===== src/rtl/core/xor_sprite_blitter_top_assert.svh =====
// Assertion macros for the XOR sprite blitter.
`ifndef XOR_SPRITE_BLITTER_TOP_ASSERT_SVH
`define XOR_SPRITE_BLITTER_TOP_ASSERT_SVH

// Same-cycle implication, checked on every clock edge outside reset.
`define XSB_ASSERT_NOW(label, clk, rst, ante, cons, msg) \
   label: assert property (@(posedge clk) disable iff (rst) (ante) |-> (cons)) \
      else $error(msg);

// Next-cycle implication, checked on every clock edge outside reset.
`define XSB_ASSERT_NEXT(label, clk, rst, ante, cons, msg) \
   label: assert property (@(posedge clk) disable iff (rst) (ante) |=> (cons)) \
      else $error(msg);

`endif


===== src/rtl/core/xsb_pkg.sv =====
// Shared types, constants and address helper for the XOR sprite blitter.
`timescale 1ns / 1ps

package xsb_pkg;

   localparam int unsigned SCREEN_BYTES = 6144;
   localparam int unsigned SCREEN_LINES = 192;
   localparam int unsigned ADDR_W       = 13;
   localparam logic [4:0]  LAST_COL     = 5'd31;

   typedef enum logic [1:0] {
      ST_CLEAR,
      ST_IDLE,
      ST_READ,
      ST_DRAW
   } state_type;

   typedef struct packed {
      logic              re;
      logic [ADDR_W-1:0] raddr;
      logic              we;
      logic [ADDR_W-1:0] waddr;
      logic [7:0]        wdata;
   } mem_req_type;

   // Interleaved screen layout: third, pixel row in cell, cell row.
   function automatic logic [ADDR_W-1:0] line_base(input logic [7:0] y);
      line_base = {y[7:6], y[2:0], y[5:3], 5'b00000};
   endfunction

endpackage


===== src/rtl/core/xsb_ctrl.sv =====
// Sequencer: clearing pass, byte reads and pipelined read-modify-write draws.
`timescale 1ns / 1ps

module xsb_ctrl
   import xsb_pkg::*;
#(
   parameter int unsigned SPRITE_ROWS = 8
) (
   input  logic              clock,
   input  logic              reset,
   input  logic              start,
   output logic              busy,
   input  logic              req_cmd,
   input  logic [7:0]        req_pos_x,
   input  logic [7:0]        req_pos_y,
   input  logic [63:0]       req_sprite_bits,
   input  logic [ADDR_W-1:0] req_read_addr,
   output logic              rsp_valid,
   output logic [7:0]        rsp_read_data,
   output mem_req_type       mem_req,
   input  logic [7:0]        rd_data
);

   localparam int unsigned SLOT_LAST = 2 * SPRITE_ROWS;
   localparam int unsigned SLOT_W    = $clog2(SLOT_LAST + 1);

   state_type         state_ff, state_in;
   logic [ADDR_W-1:0] clr_addr_ff, clr_addr_in;
   logic [SLOT_W-1:0] slot_ff, slot_in;
   logic [7:0]        x_ff, x_in;
   logic [7:0]        y_ff, y_in;
   logic [63:0]       bits_ff, bits_in;
   logic              oob_ff, oob_in;
   logic              pend_we_ff, pend_we_in;
   logic [ADDR_W-1:0] pend_addr_ff, pend_addr_in;
   logic [7:0]        pend_val_ff, pend_val_in;
   logic              rsp_valid_ff, rsp_valid_in;
   logic [7:0]        rsp_data_ff, rsp_data_in;

   logic              accept;
   logic              slot_last;
   logic [2:0]        row_idx;
   logic              side;
   logic [7:0]        row_byte;
   logic [8:0]        line;
   logic [4:0]        col;
   logic [4:0]        col_sel;
   logic [2:0]        sh;
   logic [15:0]       shifted;
   logic              slot_ok;
   logic [ADDR_W-1:0] slot_addr;
   logic [7:0]        slot_val;

   assign accept    = start && (state_ff == ST_IDLE);
   assign slot_last = (slot_ff == SLOT_W'(SLOT_LAST));

   // Even slot: left byte of row, odd slot: spill byte of the same row.
   assign row_idx   = 3'(slot_ff >> 1);
   assign side      = slot_ff[0];
   assign row_byte  = bits_ff[{row_idx, 3'b000} +: 8];
   assign line      = {1'b0, y_ff} + {6'b0, row_idx};
   assign col       = x_ff[7:3];
   assign sh        = x_ff[2:0];
   assign col_sel   = side ? (col + 5'd1) : col;
   assign shifted   = {row_byte, 8'h00} >> sh;
   assign slot_val  = side ? shifted[7:0] : shifted[15:8];
   assign slot_addr = line_base(line[7:0]) | {{(ADDR_W-5){1'b0}}, col_sel};
   assign slot_ok   = !slot_last && (line < 9'(SCREEN_LINES))
                      && (!side || ((sh != 3'd0) && (col != LAST_COL)));

   always_comb begin
      state_in = state_ff;
      case (state_ff)
         ST_CLEAR: begin
            if (clr_addr_ff == ADDR_W'(SCREEN_BYTES - 1)) begin
               state_in = ST_IDLE;
            end
         end
         ST_IDLE: begin
            if (start) begin
               state_in = req_cmd ? ST_READ : ST_DRAW;
            end
         end
         ST_READ: begin
            state_in = ST_IDLE;
         end
         ST_DRAW: begin
            if (slot_last) begin
               state_in = ST_IDLE;
            end
         end
         default: begin
            state_in = ST_CLEAR;
         end
      endcase
   end

   always_comb begin
      mem_req      = '0;
      clr_addr_in  = clr_addr_ff;
      slot_in      = slot_ff;
      x_in         = x_ff;
      y_in         = y_ff;
      bits_in      = bits_ff;
      oob_in       = oob_ff;
      pend_we_in   = 1'b0;
      pend_addr_in = slot_addr;
      pend_val_in  = slot_val;
      rsp_valid_in = 1'b0;
      rsp_data_in  = 8'h00;
      case (state_ff)
         ST_CLEAR: begin
            mem_req.we    = 1'b1;
            mem_req.waddr = clr_addr_ff;
            mem_req.wdata = 8'h00;
            clr_addr_in   = clr_addr_ff + ADDR_W'(1);
         end
         ST_IDLE: begin
            if (accept) begin
               x_in          = req_pos_x;
               y_in          = req_pos_y;
               bits_in       = req_sprite_bits;
               slot_in       = '0;
               oob_in        = (req_read_addr >= ADDR_W'(SCREEN_BYTES));
               mem_req.re    = req_cmd && (req_read_addr < ADDR_W'(SCREEN_BYTES));
               mem_req.raddr = req_read_addr;
            end
         end
         ST_READ: begin
            rsp_valid_in = 1'b1;
            rsp_data_in  = oob_ff ? 8'h00 : rd_data;
         end
         ST_DRAW: begin
            // Read this slot's byte while writing back the previous one.
            mem_req.re    = slot_ok;
            mem_req.raddr = slot_addr;
            mem_req.we    = pend_we_ff;
            mem_req.waddr = pend_addr_ff;
            mem_req.wdata = rd_data ^ pend_val_ff;
            pend_we_in    = slot_ok;
            slot_in       = slot_ff + SLOT_W'(1);
            rsp_valid_in  = slot_last;
         end
         default: begin
            mem_req = '0;
         end
      endcase
   end

   always_ff @(posedge clock) begin
      if (reset) begin
         state_ff     <= ST_CLEAR;
         clr_addr_ff  <= '0;
         pend_we_ff   <= 1'b0;
         rsp_valid_ff <= 1'b0;
      end else begin
         state_ff     <= state_in;
         clr_addr_ff  <= clr_addr_in;
         pend_we_ff   <= pend_we_in;
         rsp_valid_ff <= rsp_valid_in;
      end
   end

   always_ff @(posedge clock) begin
      slot_ff      <= slot_in;
      x_ff         <= x_in;
      y_ff         <= y_in;
      bits_ff      <= bits_in;
      oob_ff       <= oob_in;
      pend_addr_ff <= pend_addr_in;
      pend_val_ff  <= pend_val_in;
      rsp_data_ff  <= rsp_data_in;
   end

   assign busy          = (state_ff != ST_IDLE);
   assign rsp_valid     = rsp_valid_ff;
   assign rsp_read_data = rsp_data_ff;

endmodule


===== config.mk =====
export PLATFORM = sky130hd
export DESIGN_NAME = xsb_ctrl
export DESIGN_NICKNAME = d
export VERILOG_FILES = /design/src/rtl/core/xor_sprite_blitter_top_assert.svh /design/src/rtl/core/xsb_pkg.sv /design/src/rtl/core/xsb_ctrl.sv
export SDC_FILE = /design/constraint.sdc
export NUM_CORES = 1
export LEC_CHECK = 0
export BUFFER_PORTS_ARGS = -buffer_cell sky130_fd_sc_hd__buf_2
export CAP_MARGIN = 20
export CORE_MARGIN = 3
export CORE_UTILIZATION = 36
export DETAILED_ROUTE_END_ITERATION = 6
export PLACE_DENSITY_LB_ADDON = 0.15
export SYNTH_ARGS = -nofsm -noshare
export SYNTH_HDL_FRONTEND = slang
export SYNTH_SLANG_ARGS = --single-unit

===== constraint.sdc =====
create_clock -name clock -period 9.7 [get_ports clock]
set_clock_uncertainty 0.15 [all_clocks]
set_input_delay 0.485 -clock clock [delete_from_list [all_inputs] [get_ports clock]]
set_output_delay 0.485 -clock clock [all_outputs]
set_load 0.01 [all_outputs]

# ---- Yosys cells after proc, flatten, opt, wreduce, memory -nomap -nowiden
# Cells that the tools add are included.
# W data, S select, Z words.
dict set report op_classes {
  n_eq_ne 11
  n_addsub 4
  n_reduce_logical 16
  n_lt_le_gt_ge 3
  n_shift 2
  muxes 13
  bitwise_logic 4
}
# cell count
set ops {}
lappend ops {{$shiftx A64 B7 Y8} 1}
lappend ops {{$pmux W22 S2} 1}
lappend ops {{$pmux W14 S2} 1}
lappend ops {{$shr A16 B3 Y16} 1}
lappend ops {{$mux W14} 1}
lappend ops {{$add A13 B1 Y13 const B} 1}
lappend ops {{$eq A13 B13 Y1 const B} 1}
lappend ops {{$ge A13 B13 Y1 const B} 1}
lappend ops {{$lt A13 B13 Y1 const B} 1}
lappend ops {{$or A13 B5 Y13} 1}
lappend ops {{$add A5 B1 Y5 const B} 2}
lappend ops {{$mux W5} 2}
lappend ops {{$pmux W5 S2} 1}
lappend ops {{$add A8 B3 Y9} 1}
lappend ops {{$lt A9 B8 Y1 const B} 1}
lappend ops {{$mux W8} 1}
lappend ops {{$ne A2 B2 Y1 const B} 4}
lappend ops {{$pmux W2 S4} 1}
lappend ops {{$xor A8 B8 Y8} 1}
lappend ops {{$mux W2} 3}
lappend ops {{$eq A5 B5 Y1 const B} 1}
lappend ops {{$logic_and A1 B1 Y1} 5}
lappend ops {{$ne A5 B5 Y1 const B} 1}
lappend ops {{$eq A2 B2 Y1 const B} 2}
lappend ops {{other kinds (13)} 17}
dict set report totals {
  register_bits 132
  output_inout_bits 46
  inputBits 105
}

# ---- Longest topological paths before layout
dict set report depth {
  word_depth 5
  depth_mapped 8
  mapped_depth_nobuf 7
}

# ---- Worst setup path before layout
# OpenSTA, ideal clock, no wires.
dict set report synth_timing {
  kind {flip-flop to output port}
  from {register state_ff[0]}
  to {output port mem_req[29] in the netlist's numbering}
  path_stages_with_launch 6
  t_arrival_ns 3.770
  required_ns 9.065
  path_slack_ns 5.295
  path_cell_list {dfxtp_1 > ha_1 > and2_1 > clkbuf_1 > clkbuf_1 > a22o_1}
}
# item line
set synth_rtl {}
lappend synth_rtl {{start: declaration} xsb_ctrl.sv:27} ;# state_type state_ff, state_in;
lappend synth_rtl {{start signal: assignment} xsb_ctrl.sv:157} ;# state_ff <= state_in;
lappend synth_rtl {{end: declaration} xsb_ctrl.sv:20} ;# output mem_req_type mem_req,

==> flow_metrics.py <==
metrics = {
    "grt": {
        "grt_max_degree": 92,
        "grt_pass1_vias": 3907,
        "overflow": 0,
        "grtUsageTotal": 0.151,
        "grt_pass1_wl_um": 20700,
        "antenna_found_initial": 0,
    },
    "clocking": {
        "insertion_delay_ns": 0.41,
        "htreeDepth": 4,
        "clk_pin_slew_ns": 0.06,
        "cts_setup_buffers": 0,
        "cts_root_buf": "clkbuf_16",
        "cts_buffers": 17,
        "cts_hold_buf": 0,
        "cts.sinks": 132,
        "cts_resized": 0,
        "cts_tree": "yes",
        "cts_buffer_depth": 2,
    },
    "placed_design": {
        "io_buffers": 150,
        "place.gp.congestion": 0.820,
        "post-dp-hpwl_um": 9210,
    },
    "floorplanning": {
        "design.core.area_um2": 15400,
        "initial_core_util": 0.373,
        "num_rows": 45,
        "die-area_um2": 17500,
        "die_w_um": 132,
        "ios": 151,
        "die_y_um": 132,
    },
    "timing": {
        "setup_viol_count_final": 0,
        "rsz0062_at_grt": "no",
        "post-route-period-util": 0.397,
        "tightestPinTransition_ns": 1.07,
        "hold_viol": 0,
        "fmax_ghz": 0.260,
        "hold_slack_ns": 0.0925,
        "fin_tns_setup_ns": 0,
        "slew_headroom": 0.283,
        "period_minus_slack_ns": 3.85,
        "maxSlewViolCount": 0,
    },
    "logic_synthesis": {
        "synthAdderAreaFrac": 0.0297,
        "synth_area_um2": 5740,
        "syn_avg_cell_area_um2": 14.2,
        "syn_nets": 522,
        "ys_warn_count": 0,
        "syn_inst": 404,
        "yosys.area_share.simple": 0.0827,
        "yosysTopAreaCell": "edfxtp_1",
        "synth-compound-area-share": 0.0794,
        "ys_types": 46,
        "synth_top_cell_area_share": 0.450,
        "yosys-top-cells-area": "edfxtp_1 (45%), dfxtp_1 (16%), mux4_2 (4.7%)",
        "synth_xor_area_frac": 0.0473,
        "synth_top_family_by_area": "multiplexers",
        "synth_seq_area_share": 0.611,
        "ys_ff_latch": 132,
        "synth_mux_area_frac": 0.127,
    },
    "worst_setup_path": {
        "startpoint_type": "register",
        "critical_path_class": "register to primary output",
        "slowest_delay_ns": 0.70,
        "worst-path-max-fanout": 14,
        "cp_top_family": "compound AO/OA/AOI/OAI gates",
        "path_buf_inv": 1,
        "required_ns": 9.07,
        "endpoint_kind": "primary output",
        "crit_chain": "ha_1, fa_1, a21o_1, nand2_1, o31ai_1, a2111oi_0, a31o_2, buf_2",
        "arrival_ns": 3.22,
        "slowest_stage": "edfxtp_1",
    },
    "layout": {
        "areaGrowthSynthToFinish_pct": 27.5,
        "fill_cells": 1375,
        "nets": 674,
        "diodes": 0,
        "mostFrequentLayoutCell": "buf_2",
        "drive_above_1_share": 0.366,
        "layout_common_cells": "buf_2 (150), edfxtp_1 (86), dfxtp_1 (46)",
    },
    "pwr": {
        "ir_worst_vdd_uv": 126,
        "p_leak_nw": 3.01,
        "power_mw": 1.79,
        "power_density_nw_per_um2": 244,
    },
    "flow_run": {
        "cap_violations": 0,
    },
    "drt": {
        "route.detailed.drc": 0,
        "drt.antenna.violating_nets": 0,
        "firstDrtPassIters": 4,
        "vias_per_cell": 4.84,
        "drt_iter0_drc": 184,
        "routed_wl_um": 12700,
        "routedWlPerCell_um": 16.3,
        "via_count": 3776,
    },
    "run_status": {
        "status": "completed",
    },
    "hold_path": {
        "hold_class": "input port to register",
    },
}
-- final cells by class --
| type | instances | area, um2 | area share |
|---|---|---|---|
| clock buffer | 17 | 425 | 0.0582 |
| clock inverter | 15 | 180 | 0.0246 |
| sequential | 132 | 3500 | 0.479 |
| tap | 211 | 264 | 0.0361 |
| inverter | 12 | 45.0 | 0.00616 |
| multi-input combinational | 240 | 2100 | 0.287 |
| timing repair buffer | 153 | 793 | 0.108 |
-- worst reg2reg max path, delay by kind of cell, from the launching register on --
kind,cells,cell delay (ns)
muxes,4,1.73
AOI/OAI and AO/OA,1,0.20
DFF,1,0.84
-- report_power, final --
group          switching (mW)  internal [mW]  leakage, nW
Sequential             0.0496          0.698         1.16
Clock                   0.244          0.406        0.288
Combinational           0.213          0.175         1.56
-- layer usage --
| metal | GRT usage | wire length (um) |
|---|---|---|
| met4 | 0.0537 | 182 |
| met1 | 0.195 | 5680 |
| met2 | 0.239 | 6030 |
| met3 | 0.0492 | 834 |
| met5 | 0 | 0 |
-- cells by family (layout without fill, tap and decap cells) --
| kind of cell | Yosys count | count (layout) |
|---|---|---|
| flops | 132 | 132 |
| mux | 45 | 45 |
| simple gates | 95 | 95 |
| compound gates | 56 | 56 |
| xor+xnor | 31 | 31 |
| fa+ha+maj | 13 | 13 |
| buf+inv | 32 | 197 |
-- synth_stat cells, drive strengths merged --
cell,count
edfxtp,86
dfxtp,46
nor2,31
a22o,27
mux4,19
xnor2,19
and2,15
mux2i,15
nand2,15
clkbuf,13
ha,12
xor2,12
mux2,11
inv,10
nand3,8
buf,7
nor3,6
a21o,5
and4,5
nand4,5
nor2b,5
a211o,4
a21oi,4
a211oi,2
clkinv,2
nand2b,2
o21ai,2
o32ai,2
a2111oi,1
a311oi,1
a31o,1
a31oi,1
a41o,1
a41oi,1
and3,1
fa,1
nor4,1
o211a,1
o22ai,1
o31ai,1
o41ai,1
or3,1
-- metrics by stage --
step | setup WS [ns] | util | cell area [um2] | cells
global route | 5.55 | 0.476 | 7310 | 780
global placement | 6.29 | 0.435 | 6680 | 747
finish | 5.85 | 0.476 | 7310 | 780
CTS | 5.79 | 0.474 | 7290 | 779
floorplan | 5.29 | - | 5740 | 404
detailed placement | 6.24 | 0.435 | 6680 | 747
-- final timing paths --
kind | startpoint | end | slack [ns] | cells after the start
setup / recovery | slot_ff[1] | mem_req[35] | 5.85 | 8
hold reg to reg | y_ff[5] | pend_addr_ff[7] | 0.37 | 1
hold / removal | req_pos_y[7] | y_ff[7] | 0.09 | 1
setup reg to reg | slot_ff[1] | pend_val_ff[7] | 6.67 | 5
-- flip-flops by register name, summed over array words and instances, names as in the netlist --
name	flops
bits_ff	64
clr_addr_ff	13
pend_addr_ff	13
pend_val_ff	8
rsp_read_data	8
x_ff	8
y_ff	8
slot_ff	5
state_ff	2
oob_ff	1
pend_we_ff	1
rsp_valid	1
No activity file was read; power rests on OpenSTA's default activity.
